$ cat src/design/ltc_pkg.sv
`timescale 1ns / 1ps
// Shared types and constants for the lexer token classifier.
// No dependencies; every other design file refers to this package.
package ltc_pkg;

   // Character codes
   localparam logic [7:0] CH_PLUS    = 8'h2B;
   localparam logic [7:0] CH_MINUS   = 8'h2D;
   localparam logic [7:0] CH_STAR    = 8'h2A;
   localparam logic [7:0] CH_SLASH   = 8'h2F;
   localparam logic [7:0] CH_PERCENT = 8'h25;
   localparam logic [7:0] CH_LBRACE  = 8'h7B;
   localparam logic [7:0] CH_RBRACE  = 8'h7D;
   localparam logic [7:0] CH_LBRACK  = 8'h5B;
   localparam logic [7:0] CH_RBRACK  = 8'h5D;
   localparam logic [7:0] CH_COMMA   = 8'h2C;
   localparam logic [7:0] CH_DQUOTE  = 8'h22;
   localparam logic [7:0] CH_COLON   = 8'h3A;
   localparam logic [7:0] CH_SEMI    = 8'h3B;
   localparam logic [7:0] CH_LPAREN  = 8'h28;
   localparam logic [7:0] CH_RPAREN  = 8'h29;
   localparam logic [7:0] CH_SPACE   = 8'h20;
   localparam logic [7:0] CH_NEWLINE = 8'h0A;

   // Keyword table; byte i of a keyword sits at bits [8*i +: 8]
   localparam int KW_COUNT  = 8;
   localparam int KW_MAXLEN = 6;

   localparam logic [8*KW_MAXLEN-1:0] KW_TEXT [KW_COUNT] = '{
      48'h0000_0074_6E69,   // int
      48'h0000_7261_6863,   // char
      48'h0074_616F_6C66,   // float
      48'h6674_6E69_7270,   // printf
      48'h0000_0072_6F66,   // for
      48'h0065_6C69_6877,   // while
      48'h0000_0000_6669,   // if
      48'h0000_6573_6C65    // else
   };
   localparam logic [2:0] KW_LEN [KW_COUNT] = '{
      3'd3, 3'd4, 3'd5, 3'd6, 3'd3, 3'd5, 3'd2, 3'd4
   };

   localparam int OUT_W = 32;

   typedef enum logic [2:0] {
      KIND_TOKEN         = 3'd0,
      KIND_OPERATOR      = 3'd1,
      KIND_DELIMITER     = 3'd2,
      KIND_KEYWORD       = 3'd3,
      KIND_IDENT         = 3'd4,
      KIND_BLANK         = 3'd5,
      KIND_COMMENT_START = 3'd6,
      KIND_IN_COMMENT    = 3'd7
   } ltc_kind_type;

   typedef struct packed {
      ltc_kind_type     kind;
      logic [OUT_W-1:0] operators_seen;
      logic [OUT_W-1:0] delimiters_seen;
      logic [OUT_W-1:0] keywords_seen;
      logic [OUT_W-1:0] comments_seen;
      logic             last;
   } ltc_result_type;

   // Results produced by one byte: count is 0, 1 or 2, first goes out first
   typedef struct packed {
      logic [1:0]     count;
      ltc_result_type first;
      ltc_result_type second;
   } ltc_push_type;

   localparam int FIFO_DEPTH      = 8;
   localparam int FIFO_PTR_W      = 3;
   localparam int FIFO_LEVEL_W    = 4;
   // room for the byte in flight plus the new one, two results each
   localparam int FIFO_ACCEPT_MAX = FIFO_DEPTH - 4;

   typedef struct packed {
      logic [FIFO_LEVEL_W-1:0] level;
      logic                    has_room;
   } ltc_fifo_status_type;

endpackage

$ cat src/design/ltc_stream_if.sv
`timescale 1ns / 1ps
// Valid/ready channel interfaces for the byte input and the result output.
// Depends on ltc_pkg for field widths.
interface ltc_req_if;
   logic       valid;
   logic       ready;
   logic [7:0] ch;
   modport source (output valid, output ch, input ready);
   modport sink   (input valid, input ch, output ready);
endinterface

interface ltc_rsp_if;
   logic                     valid;
   logic                     ready;
   logic [2:0]               kind;
   logic [ltc_pkg::OUT_W-1:0] operators_seen;
   logic [ltc_pkg::OUT_W-1:0] delimiters_seen;
   logic [ltc_pkg::OUT_W-1:0] keywords_seen;
   logic [ltc_pkg::OUT_W-1:0] comments_seen;
   logic                     last;
   modport source (output valid, output kind, output operators_seen, output delimiters_seen,
                   output keywords_seen, output comments_seen, output last, input ready);
   modport sink   (input valid, input kind, input operators_seen, input delimiters_seen,
                   input keywords_seen, input comments_seen, input last, output ready);
endinterface

$ cat src/design/lexer_token_classifier_core.sv
`timescale 1ns / 1ps
// Lexer token classifier: one source byte per cycle in while ready, classified results out.
// Accepted bytes are registered, then scanned; results are written to the result queue.
// Throughput: one byte per cycle while ready is high; a byte's two results leave one
// at a time, absorbed by the eight-entry result queue, whose free space gates req_bus.ready.
// Reset (synchronous): clears line/comment state, token length, counters and the queue.
module lexer_token_classifier_core #(
   parameter int COUNT_WIDTH = 32,
   parameter int TOKEN_KEEP  = 6
) (
   input  logic             clock,
   input  logic             reset,
   ltc_req_if.sink          req_bus,
   ltc_rsp_if.source        rsp_bus
);

   logic                         in_valid_ff, in_valid_in;
   logic [7:0]                   in_ch_ff, in_ch_in;
   logic                         req_accept;
   ltc_pkg::ltc_push_type        push;
   ltc_pkg::ltc_result_type      out_data;
   ltc_pkg::ltc_fifo_status_type fifo_status;
   logic                         out_valid;

   assign req_bus.ready = fifo_status.has_room;
   assign req_accept    = req_bus.valid & req_bus.ready;
   assign in_valid_in   = req_accept;
   assign in_ch_in      = req_bus.ch;

   always_ff @(posedge clock) begin
      if (reset) begin
         in_valid_ff <= 1'b0;
      end else begin
         in_valid_ff <= in_valid_in;
      end
   end

   always_ff @(posedge clock) begin
      if (req_accept) begin
         in_ch_ff <= in_ch_in;
      end
   end

   ltc_scan #(
      .COUNT_WIDTH (COUNT_WIDTH),
      .TOKEN_KEEP  (TOKEN_KEEP)
   ) u_scan (
      .clock    (clock),
      .reset    (reset),
      .in_valid (in_valid_ff),
      .in_ch    (in_ch_ff),
      .push     (push)
   );

   ltc_result_fifo u_fifo (
      .clock     (clock),
      .reset     (reset),
      .push      (push),
      .out_ready (rsp_bus.ready),
      .out_valid (out_valid),
      .out_data  (out_data),
      .status    (fifo_status)
   );

   assign rsp_bus.valid           = out_valid;
   assign rsp_bus.kind            = out_data.kind;
   assign rsp_bus.operators_seen  = out_data.operators_seen;
   assign rsp_bus.delimiters_seen = out_data.delimiters_seen;
   assign rsp_bus.keywords_seen   = out_data.keywords_seen;
   assign rsp_bus.comments_seen   = out_data.comments_seen;
   assign rsp_bus.last            = out_data.last;

   a_level_bound: assert property (@(posedge clock) disable iff (reset)
      fifo_status.level <= ltc_pkg::FIFO_LEVEL_W'(ltc_pkg::FIFO_DEPTH))
      else $error("result queue overflow");

   a_push_count: assert property (@(posedge clock) disable iff (reset)
      push.count != 2'd3)
      else $error("scanner pushed more than two results");

   a_push_needs_byte: assert property (@(posedge clock) disable iff (reset)
      (push.count != 2'd0) |-> in_valid_ff)
      else $error("result pushed without a byte in flight");

   a_byte_from_accept: assert property (@(posedge clock) disable iff (reset)
      req_accept |=> in_valid_ff)
      else $error("accepted byte did not reach the scanner");

endmodule

$ cat src/design/ltc_scan.sv
`timescale 1ns / 1ps
// Per-byte scanner: token buffer, line/comment state, saturating counters.
// Depends on ltc_pkg; produces up to two results per byte.
module ltc_scan #(
   parameter int COUNT_WIDTH = 32,
   parameter int TOKEN_KEEP  = 6
) (
   input  logic                  clock,
   input  logic                  reset,
   input  logic                  in_valid,
   input  logic [7:0]            in_ch,
   output ltc_pkg::ltc_push_type push
);

   localparam int LEN_W = $clog2(TOKEN_KEEP + 2);
   localparam int IDX_W = $clog2(TOKEN_KEEP);

   logic [7:0]             tok_chars_ff [TOKEN_KEEP];
   logic [LEN_W-1:0]       tok_len_ff, tok_len_in;
   logic                   line_start_ff, line_start_in;
   logic                   slash_ff, slash_in;
   logic                   comment_ff, comment_in;
   logic [COUNT_WIDTH-1:0] op_ff, op_in;
   logic [COUNT_WIDTH-1:0] del_ff, del_in;
   logic [COUNT_WIDTH-1:0] kw_ff, kw_in;
   logic [COUNT_WIDTH-1:0] cmt_ff, cmt_in;

   logic                   kw_hit;
   logic                   tok_wr;
   logic                   classify_en;
   logic [COUNT_WIDTH-1:0] op_inc, op_base, op_base_inc, del_inc, kw_inc, cmt_inc;
   ltc_pkg::ltc_kind_type  cls_kind;
   logic [COUNT_WIDTH-1:0] cls_op, cls_del, cls_kw;
   logic [LEN_W-1:0]       cls_len;
   logic                   cls_wr;
   logic                   is_op, is_delim, is_blank;

   function automatic logic [COUNT_WIDTH-1:0] sat_inc(input logic [COUNT_WIDTH-1:0] v);
      return (&v) ? v : v + COUNT_WIDTH'(1);
   endfunction

   function automatic ltc_pkg::ltc_result_type make_result(
      input ltc_pkg::ltc_kind_type  kind,
      input logic [COUNT_WIDTH-1:0] op,
      input logic [COUNT_WIDTH-1:0] del,
      input logic [COUNT_WIDTH-1:0] kw,
      input logic [COUNT_WIDTH-1:0] cmt,
      input logic                   last
   );
      ltc_pkg::ltc_result_type r;
      r.kind            = kind;
      r.operators_seen  = ltc_pkg::OUT_W'(op);
      r.delimiters_seen = ltc_pkg::OUT_W'(del);
      r.keywords_seen   = ltc_pkg::OUT_W'(kw);
      r.comments_seen   = ltc_pkg::OUT_W'(cmt);
      r.last            = last;
      return r;
   endfunction

   assign is_op = (in_ch == ltc_pkg::CH_PLUS) || (in_ch == ltc_pkg::CH_MINUS) ||
                  (in_ch == ltc_pkg::CH_STAR) || (in_ch == ltc_pkg::CH_SLASH) ||
                  (in_ch == ltc_pkg::CH_PERCENT);
   assign is_delim = (in_ch == ltc_pkg::CH_LBRACE) || (in_ch == ltc_pkg::CH_RBRACE) ||
                     (in_ch == ltc_pkg::CH_LBRACK) || (in_ch == ltc_pkg::CH_RBRACK) ||
                     (in_ch == ltc_pkg::CH_COMMA)  || (in_ch == ltc_pkg::CH_DQUOTE) ||
                     (in_ch == ltc_pkg::CH_COLON)  || (in_ch == ltc_pkg::CH_SEMI)   ||
                     (in_ch == ltc_pkg::CH_LPAREN) || (in_ch == ltc_pkg::CH_RPAREN);
   assign is_blank = (in_ch == ltc_pkg::CH_SPACE) || (in_ch == ltc_pkg::CH_NEWLINE);

   assign op_inc      = sat_inc(op_ff);
   // a held slash is counted before the byte after it
   assign op_base     = slash_ff ? op_inc : op_ff;
   assign op_base_inc = sat_inc(op_base);
   assign del_inc     = sat_inc(del_ff);
   assign kw_inc      = sat_inc(kw_ff);
   assign cmt_inc     = sat_inc(cmt_ff);

   // Keyword match against the stored token bytes
   always_comb begin
      logic match;
      kw_hit = 1'b0;
      for (int k = 0; k < ltc_pkg::KW_COUNT; k++) begin
         match = (tok_len_ff == LEN_W'(ltc_pkg::KW_LEN[k]));
         for (int i = 0; i < ltc_pkg::KW_MAXLEN; i++) begin
            if ((3'(i) < ltc_pkg::KW_LEN[k]) &&
                (tok_chars_ff[i] != ltc_pkg::KW_TEXT[k][8*i +: 8])) begin
               match = 1'b0;
            end
         end
         kw_hit = kw_hit | match;
      end
   end

   // Ordinary classification of a byte outside a comment
   always_comb begin
      cls_kind = ltc_pkg::KIND_TOKEN;
      cls_op   = op_base;
      cls_del  = del_ff;
      cls_kw   = kw_ff;
      cls_len  = tok_len_ff;
      cls_wr   = 1'b0;
      if (is_delim) begin
         cls_kind = ltc_pkg::KIND_DELIMITER;
         cls_del  = del_inc;
      end else if (is_op) begin
         cls_kind = ltc_pkg::KIND_OPERATOR;
         cls_op   = op_base_inc;
      end else if (is_blank) begin
         if (tok_len_ff != '0) begin
            if (kw_hit) begin
               cls_kind = ltc_pkg::KIND_KEYWORD;
               cls_kw   = kw_inc;
            end else begin
               cls_kind = ltc_pkg::KIND_IDENT;
            end
            cls_len = '0;
         end else begin
            cls_kind = ltc_pkg::KIND_BLANK;
         end
      end else begin
         cls_wr = (tok_len_ff < LEN_W'(TOKEN_KEEP));
         if (tok_len_ff <= LEN_W'(TOKEN_KEEP)) begin
            cls_len = tok_len_ff + LEN_W'(1);
         end
      end
   end

   always_comb begin
      tok_len_in    = tok_len_ff;
      line_start_in = line_start_ff;
      slash_in      = slash_ff;
      comment_in    = comment_ff;
      op_in         = op_ff;
      del_in        = del_ff;
      kw_in         = kw_ff;
      cmt_in        = cmt_ff;
      classify_en   = 1'b0;
      push.count    = 2'd0;
      push.first    = make_result(ltc_pkg::KIND_IN_COMMENT, op_ff, del_ff, kw_ff, cmt_ff, 1'b1);
      push.second   = push.first;
      if (in_valid) begin
         if (comment_ff) begin
            if (in_ch == ltc_pkg::CH_NEWLINE) begin
               comment_in    = 1'b0;
               line_start_in = 1'b1;
            end
            push.count = 2'd1;
         end else if (slash_ff) begin
            slash_in = 1'b0;
            if (in_ch == ltc_pkg::CH_SLASH) begin
               comment_in = 1'b1;
               cmt_in     = cmt_inc;
               push.count = 2'd1;
               push.first = make_result(ltc_pkg::KIND_COMMENT_START, op_ff, del_ff, kw_ff,
                                        cmt_inc, 1'b1);
            end else begin
               classify_en = 1'b1;
               push.count  = 2'd2;
               push.first  = make_result(ltc_pkg::KIND_OPERATOR, op_inc, del_ff, kw_ff,
                                         cmt_ff, 1'b0);
               push.second = make_result(cls_kind, cls_op, cls_del, cls_kw, cmt_ff, 1'b1);
            end
         end else if (line_start_ff && (in_ch == ltc_pkg::CH_SLASH)) begin
            // hold a leading slash until the next byte decides
            line_start_in = 1'b0;
            slash_in      = 1'b1;
         end else begin
            classify_en = 1'b1;
            push.count  = 2'd1;
            push.first  = make_result(cls_kind, cls_op, cls_del, cls_kw, cmt_ff, 1'b1);
         end
      end
      if (classify_en) begin
         line_start_in = (in_ch == ltc_pkg::CH_NEWLINE);
         op_in         = cls_op;
         del_in        = cls_del;
         kw_in         = cls_kw;
         tok_len_in    = cls_len;
      end
   end

   assign tok_wr = classify_en & cls_wr;

   always_ff @(posedge clock) begin
      if (reset) begin
         tok_len_ff    <= '0;
         line_start_ff <= 1'b1;
         slash_ff      <= 1'b0;
         comment_ff    <= 1'b0;
         op_ff         <= '0;
         del_ff        <= '0;
         kw_ff         <= '0;
         cmt_ff        <= '0;
      end else begin
         tok_len_ff    <= tok_len_in;
         line_start_ff <= line_start_in;
         slash_ff      <= slash_in;
         comment_ff    <= comment_in;
         op_ff         <= op_in;
         del_ff        <= del_in;
         kw_ff         <= kw_in;
         cmt_ff        <= cmt_in;
      end
   end

   always_ff @(posedge clock) begin
      if (tok_wr) begin
         tok_chars_ff[tok_len_ff[IDX_W-1:0]] <= in_ch;
      end
   end

endmodule

$ cat src/design/ltc_result_fifo.sv
`timescale 1ns / 1ps
// Result queue: takes up to two results a cycle, hands out one.
// Depends on ltc_pkg for the result and status types.
module ltc_result_fifo (
   input  logic                         clock,
   input  logic                         reset,
   input  ltc_pkg::ltc_push_type        push,
   input  logic                         out_ready,
   output logic                         out_valid,
   output ltc_pkg::ltc_result_type      out_data,
   output ltc_pkg::ltc_fifo_status_type status
);

   localparam int PTR_W   = ltc_pkg::FIFO_PTR_W;
   localparam int LEVEL_W = ltc_pkg::FIFO_LEVEL_W;

   ltc_pkg::ltc_result_type mem_ff [ltc_pkg::FIFO_DEPTH];
   logic [PTR_W-1:0]        wr_ptr_ff, wr_ptr_in;
   logic [PTR_W-1:0]        rd_ptr_ff, rd_ptr_in;
   logic [LEVEL_W-1:0]      level_ff, level_in;
   logic                    pop;

   assign out_valid = (level_ff != '0);
   assign out_data  = mem_ff[rd_ptr_ff];
   assign pop       = out_valid & out_ready;

   assign wr_ptr_in = wr_ptr_ff + PTR_W'(push.count);
   assign rd_ptr_in = rd_ptr_ff + PTR_W'(pop);
   assign level_in  = level_ff + LEVEL_W'(push.count) - LEVEL_W'(pop);

   assign status.level    = level_ff;
   assign status.has_room = (level_ff <= LEVEL_W'(ltc_pkg::FIFO_ACCEPT_MAX));

   always_ff @(posedge clock) begin
      if (reset) begin
         wr_ptr_ff <= '0;
         rd_ptr_ff <= '0;
         level_ff  <= '0;
      end else begin
         wr_ptr_ff <= wr_ptr_in;
         rd_ptr_ff <= rd_ptr_in;
         level_ff  <= level_in;
      end
   end

   always_ff @(posedge clock) begin
      if (push.count != 2'd0) begin
         mem_ff[wr_ptr_ff] <= push.first;
      end
      if (push.count == 2'd2) begin
         mem_ff[wr_ptr_ff + PTR_W'(1)] <= push.second;
      end
   end

endmodule

$ cat src/flat_wrapper.sv
// flat-port wrapper written by rule: the top's interface ports become plain ports
module lexer_token_classifier_core_flat 
#(
   parameter int COUNT_WIDTH = 32,
   parameter int TOKEN_KEEP  = 6
)
  (clock, reset, req_bus_valid, req_bus_ch, req_bus_ready, rsp_bus_valid, rsp_bus_kind, rsp_bus_operators_seen, rsp_bus_delimiters_seen, rsp_bus_keywords_seen, rsp_bus_comments_seen, rsp_bus_last, rsp_bus_ready);
  ltc_req_if req_bus_i ();
  ltc_rsp_if rsp_bus_i ();
  input  logic clock;
  input  logic reset;
  input wire logic [$bits(req_bus_i.valid)-1:0] req_bus_valid;
  input wire logic [$bits(req_bus_i.ch)-1:0] req_bus_ch;
  output wire logic [$bits(req_bus_i.ready)-1:0] req_bus_ready;
  output wire logic [$bits(rsp_bus_i.valid)-1:0] rsp_bus_valid;
  output wire logic [$bits(rsp_bus_i.kind)-1:0] rsp_bus_kind;
  output wire logic [$bits(rsp_bus_i.operators_seen)-1:0] rsp_bus_operators_seen;
  output wire logic [$bits(rsp_bus_i.delimiters_seen)-1:0] rsp_bus_delimiters_seen;
  output wire logic [$bits(rsp_bus_i.keywords_seen)-1:0] rsp_bus_keywords_seen;
  output wire logic [$bits(rsp_bus_i.comments_seen)-1:0] rsp_bus_comments_seen;
  output wire logic [$bits(rsp_bus_i.last)-1:0] rsp_bus_last;
  input wire logic [$bits(rsp_bus_i.ready)-1:0] rsp_bus_ready;
  assign req_bus_i.valid = req_bus_valid;
  assign req_bus_i.ch = req_bus_ch;
  assign req_bus_ready = req_bus_i.ready;
  assign rsp_bus_valid = rsp_bus_i.valid;
  assign rsp_bus_kind = rsp_bus_i.kind;
  assign rsp_bus_operators_seen = rsp_bus_i.operators_seen;
  assign rsp_bus_delimiters_seen = rsp_bus_i.delimiters_seen;
  assign rsp_bus_keywords_seen = rsp_bus_i.keywords_seen;
  assign rsp_bus_comments_seen = rsp_bus_i.comments_seen;
  assign rsp_bus_last = rsp_bus_i.last;
  assign rsp_bus_i.ready = rsp_bus_ready;
  lexer_token_classifier_core #(.COUNT_WIDTH(COUNT_WIDTH), .TOKEN_KEEP(TOKEN_KEEP)) u_core (.clock(clock), .reset(reset), .req_bus(req_bus_i), .rsp_bus(rsp_bus_i));
endmodule
$ cat config.mk
export PLATFORM = sky130hd
export DESIGN_NAME = lexer_token_classifier_core_flat
export DESIGN_NICKNAME = d
export VERILOG_FILES = /design/src/design/ltc_pkg.sv /design/src/design/ltc_stream_if.sv /design/src/design/lexer_token_classifier_core.sv /design/src/design/ltc_scan.sv /design/src/design/ltc_result_fifo.sv /design/src/flat_wrapper.sv
export SDC_FILE = /design/constraint.sdc
export NUM_CORES = 2
export LEC_CHECK = 0
export ABC_AREA = 1
export BUFFER_PORTS_ARGS = -buffer_cell sky130_fd_sc_hd__buf_2
export CAP_MARGIN = 30
export CORE_MARGIN = 5
export CORE_UTILIZATION = 49
export DETAILED_ROUTE_END_ITERATION = 12
export PLACE_DENSITY = 0.7
export SLEW_MARGIN = 10
export SYNTH_ARGS = -nofsm -noshare
export SYNTH_HDL_FRONTEND = slang
export SYNTH_SLANG_ARGS = --single-unit
$ cat constraint.sdc
create_clock -name clock -period 8.4 [get_ports clock]
set_input_delay 1.26 -clock clock [delete_from_list [all_inputs] [get_ports clock]]
set_output_delay 1.26 -clock clock [all_outputs]
set_load 0.05 [all_outputs]
Word level (Yosys, flattened, before mapping)
Memories as Yosys holds them, arrays and structs flattened. A register that Yosys moved wholly into a read port is not among the register bits.
Index checks and enable logic that the tools add are counted.

cells by class
  multiplexer cells = 89
  div/mod/pow operators = 0
  reductions and logical operators = 30
  magnitude comparators = 3
  add/subtract/negate cells = 11
  bitwise operators = 13
  shift operators = 0
  equal/unequal tests = 52
  $mul = 0

operator list
  kind                   count
  $mux 32                14
  $mux 134               2
  $mux 266               1
  $mux 132               2
  $mux 264               1
  $ne 8x7->1 const B     26
  $add 32x1->32 const B  5
  $reduce_and 32->1      5
  $mux 133               1
  $eq 8x6->1 const B     12
  $mux 1                 58
  $eq 8x7->1 const B     4
  $mux 3                 9
  $logic_or 1x1->1       14
  $eq 3x3->1 const B     3
  $eq 8x4->1 const B     1
  $reduce_and 4->1       2
  $or 1x1->1             7
  $add 3x1->3 const B    2
  $eq 3x2->1 const B     2
  $ne 3x1->1 const B     2
  $reduce_bool 2->1      3
  $reduce_bool 3->1      2
  $reduce_and 5->1       1
  15 further kinds       19

word-level totals
  RAM bits = 1104
  ROM bits = 0
  word-level logic and storage cells = 213
  register bits after elaboration = 153
  memories = 2
  latch bits = 0

memories
  memory                      depth  bits a word  rd ports  clocked after Yosys merged registers in  wr ports  line                   RTL
  u_core.u_fifo.mem_ff        8      132          1         1                                        2         ltc_result_fifo.sv:17  ltc_pkg::ltc_result_type mem_ff [ltc_pkg::FIFO_DEPTH];
  u_core.u_scan.tok_chars_ff  6      8            6         0                                        1         ltc_scan.sv:18         logic [7:0] tok_chars_ff [TOKEN_KEEP];

Longest topological paths before layout
An unclocked memory read counts as a cell.

  word-level depth = 25
  gate-level depth with buffers = 27
  depth with buffers taken out = 26

By module
A second synthesis with hierarchy kept.

unflattened totals
  cells, all modules = 11154
  area total of the unflattened synthesis = 79877.9 um^2

by module, submodules not included
  module                       cells an instance  area each (um^2)  times used
  ltc_result_fifo              8560               63962.6           1
  ltc_scan                     2582               15641.3           1
  lexer_token_classifier_core  12                 274.0             1

Worst setup path before layout
OpenSTA, ideal clock, no wires.

  path type = reg-to-reg
  start point = register u_core.in_ch_ff[7]
  end point = memory u_core.u_fifo.mem_ff[0][100] (netlist bit) (enable)
  buffers on the path = 0
  data required time = 7904 ps
  path slack = 2863 ps
  stages on the path, launching flop included = 13
  arrival = 5042 ps
  cell sequence = edfxtp_1 or2_1 nor2_1 nand2_1 inv_2 nand2_1 nor2_1 inv_1 a31oi_1 nor2_1 nor3_1 inv_2 nand2_1

RTL lines
  item                      line                               RTL
  start: declaration        lexer_token_classifier_core.sv:18  logic [7:0] in_ch_ff, in_ch_in;
  start signal: assignment  lexer_token_classifier_core.sv:40  in_ch_ff <= in_ch_in;
  end: declaration          ltc_result_fifo.sv:17

==> run metrics <==
data arrival time of the critical path 6.24 ns; clock root buffer clkbuf_16; CTS tree yes; post-route cell area 0.07408 mm^2; Cell Count, Final, Fillers Out 9636; cell count after synthesis 7847; crit end category flop; Final Max Tran Viols 0; post-CTS sizing 0; Synth area leaders edfxtp_1, nand2_1, nor2_1; remaining antenna violation count after routing 0; routed vias/inst 6.357; register area share after synthesis 54.01%; critical path's slowest cell buf_4; WP buf/inv 6; largest net degree at the start of global routing 238; Tmin final 5.856 ns; status completed; Synth cell types 55; Max Cap Viol 0; Slew @ Worst Pin 1.134 ns; synth warn 0; Vert. Die Dim 379.9 um; PnR worst setup slack 2.544 ns; Req. time, crit path 8.78 ns; area grow syn2layout 10.48%; Rows 135; EDFF count, synth 1104; Post-CTS Setup Inserts 0; CTS max path bufs 3; # IOs 146; first-pass GRT wire length 360500 um; Pwr per Cell Area 261.7 mW/mm^2; count of state elements after synthesis 1257; leading area contributor after synthesis edfxtp_1; Netlist Area Pre-Place 0.06705 mm^2; crit share post-route 69.71%; # DRC 0; most common cell after layout, fill and taps aside nand2_1; Syn Nets 7882; DIE AREA 0.1443 mm^2; Final #Nets 7779; # clock sinks 1257; Power Total 19.39 mW; initial antenna violation count 7; Vias 61.26k; core area 0.1358 mm^2; worst hold slack 0.4887 ns; Routed WL per cell 25.05 um; Placed Instance Area 0.06948 mm^2; endpoints failing setup 0; family with the most delay on the worst path simple AND/OR/NAND/NOR gates; most frequent cells in the layout nand2_1, nor2_1, edfxtp_1; total grt overflow 0; CP dominant cell by count nand2_1; GRT Total Usage 32.20%; Starting Density 49.37%; vias in the first global route 58.10k; CP max FO 59; placed insts 9372; CP cell instances or2_1, nor2_1, nand2_1, inv_2, nand2_1, inv_1, nor2_1, inv_2, nor2_4, nand2_1, nor2_4, buf_4, clkinv_2, nand2_4, buf_4; worst skew pair latency 0.79 ns; clk slew on worst S/H paths 0.06 ns; antenna diode count 0; first-pass iteration count of the detailed router 7; share of cells above drive strength 1 7.880%; Layout Skew 0.03877 ns; RSZ-0062 raised after global routing false; fmax 0.1708 GHz; startpoint types flop; DP Wirelength 141100 um; Worst VDD drop 0.2410 mV; CTS Buf Count 139; H-tree depth 4; Starting DRT DRC Count 8832; slew margin rel. 24.43%; final core occ 54.55%; Post-Route WL 241400 um; fraction of registers with async set/reset 0%; Port Buffers 145; GP Congestion 0.9857; Die W 379.9 um; DP Worst Slack 2.715 ns; leakage dissipation 25.47 nW; Post-CTS Hold Buffers 0; Synth top area share 49.44%; type of the worst setup path reg2reg; Mapped Avg Cell Area 8.545 um^2; Hold/Removal Path Class reg2reg; Final Hold Viols 0; Setup TNS Final 0 ns; Largest stage delay, worst path 0.87 ns; ys flop type edfxtp_1
==> state kept, by name, summed over array words and instances (netlist names), 3 cells and up <==
signal	cells
u_core.in_ch_ff	8
u_core.u_fifo.level_ff	4
u_core.u_fifo.mem_ff	1056
u_core.u_fifo.rd_ptr_ff	3
u_core.u_fifo.wr_ptr_ff	3
u_core.u_scan.cmt_ff	32
u_core.u_scan.del_ff	32
u_core.u_scan.kw_ff	32
u_core.u_scan.op_ff	32
u_core.u_scan.tok_chars_ff	48
u_core.u_scan.tok_len_ff	3
==> metal layers <==
metal  up-vias  global-route usage [%]  share of wire (%)
met5         -                       0              0.030
met4        12                   15.18                4.6
met3       739                   7.989                 12
met2      4007                   51.51                 46
met1     29129                   41.34                 37
li1      27372                       -                  -
==> worst paths after layout <==
| check | end | depth (start not counted) | slack [ns] | start |
|---|---|---|---|---|
| setup / recovery | u_core.u_fifo.mem_ff[4][63] | 15 | 2.54 | u_core.in_ch_ff[6] |
| hold / removal | u_core.u_fifo.mem_ff[6][0] | 2 | 0.49 | u_core.u_fifo.mem_ff[6][0] |
| setup reg to reg | u_core.u_fifo.mem_ff[4][63] | 15 | 2.54 | u_core.in_ch_ff[6] |
| hold reg to reg | u_core.u_fifo.mem_ff[6][0] | 2 | 0.49 | u_core.u_fifo.mem_ff[6][0] |
==> worst min-delay path: stages, from the launching register on <==
cell and delay [ns]:
dfxtp_1 0.30, nor2_1 0.10, a21oi_1 0.04
==> Yosys cell counts, types with 4 or more instances <==
master	instances
o211ai_1	5
inv_2	22
nand2_4	6
o21ai_1	61
a22o_1	72
o21ai_0	834
o22ai_1	576
a21oi_1	140
a211oi_1	7
a2111oi_0	5
nor2_4	12
nor2_2	14
nor3_2	4
inv_1	364
clkbuf_1	459
nand2_1	1645
nand2_2	39
edfxtp_1	1104
nand3_1	406
ha_1	21
and3_1	4
a22oi_1	5
a31oi_1	136
xnor2_1	6
nor2_1	1247
o21ai_2	4
nand3_2	12
buf_1	23
nor3_1	81
or2_2	9
dfxtp_1	153
buf_2	24
xor2_1	128
o21a_1	4
clkinv_1	27
nand4_1	117
nor4_1	41
==> area by class of cell <==
class,instances,area [um^2]
Timing Repair Buffer,266,2170
Clock inverter,65,598.1
Clock buffer,187,3779
Multi-Input combinational cell,5666,27480
Tap cell,1781,2228
Fill cell,12118,61730
Inverter,414,1597
Sequential cell,1257,36220
==> kinds of logic after synthesis <==
| family | share of synthesized area (%) |
|---|---|
| AO/OA/AOI/OAI | 15.72 |
| XOR/XNOR | 1.874 |
| adder cells (fa/ha/maj) | 0.4516 |
| buffers and inverters | 5.257 |
| flip-flops | 54.01 |
| AND/OR/NAND/NOR | 22.64 |
| multiplexers | 0.04479 |
==> where the power goes <==
| group | switching, mW | leakage [nW] | internal, mW | total [mW] |
|---|---|---|---|---|
| logic | 4.92 | 13.0 | 1.23 | 6.15 |
| clock network | 2.61 | 2.13 | 3.37 | 5.97 |
| registers | 0.199 | 10.3 | 7.06 | 7.26 |
Note: power is estimated with default switching activity, not from simulation.
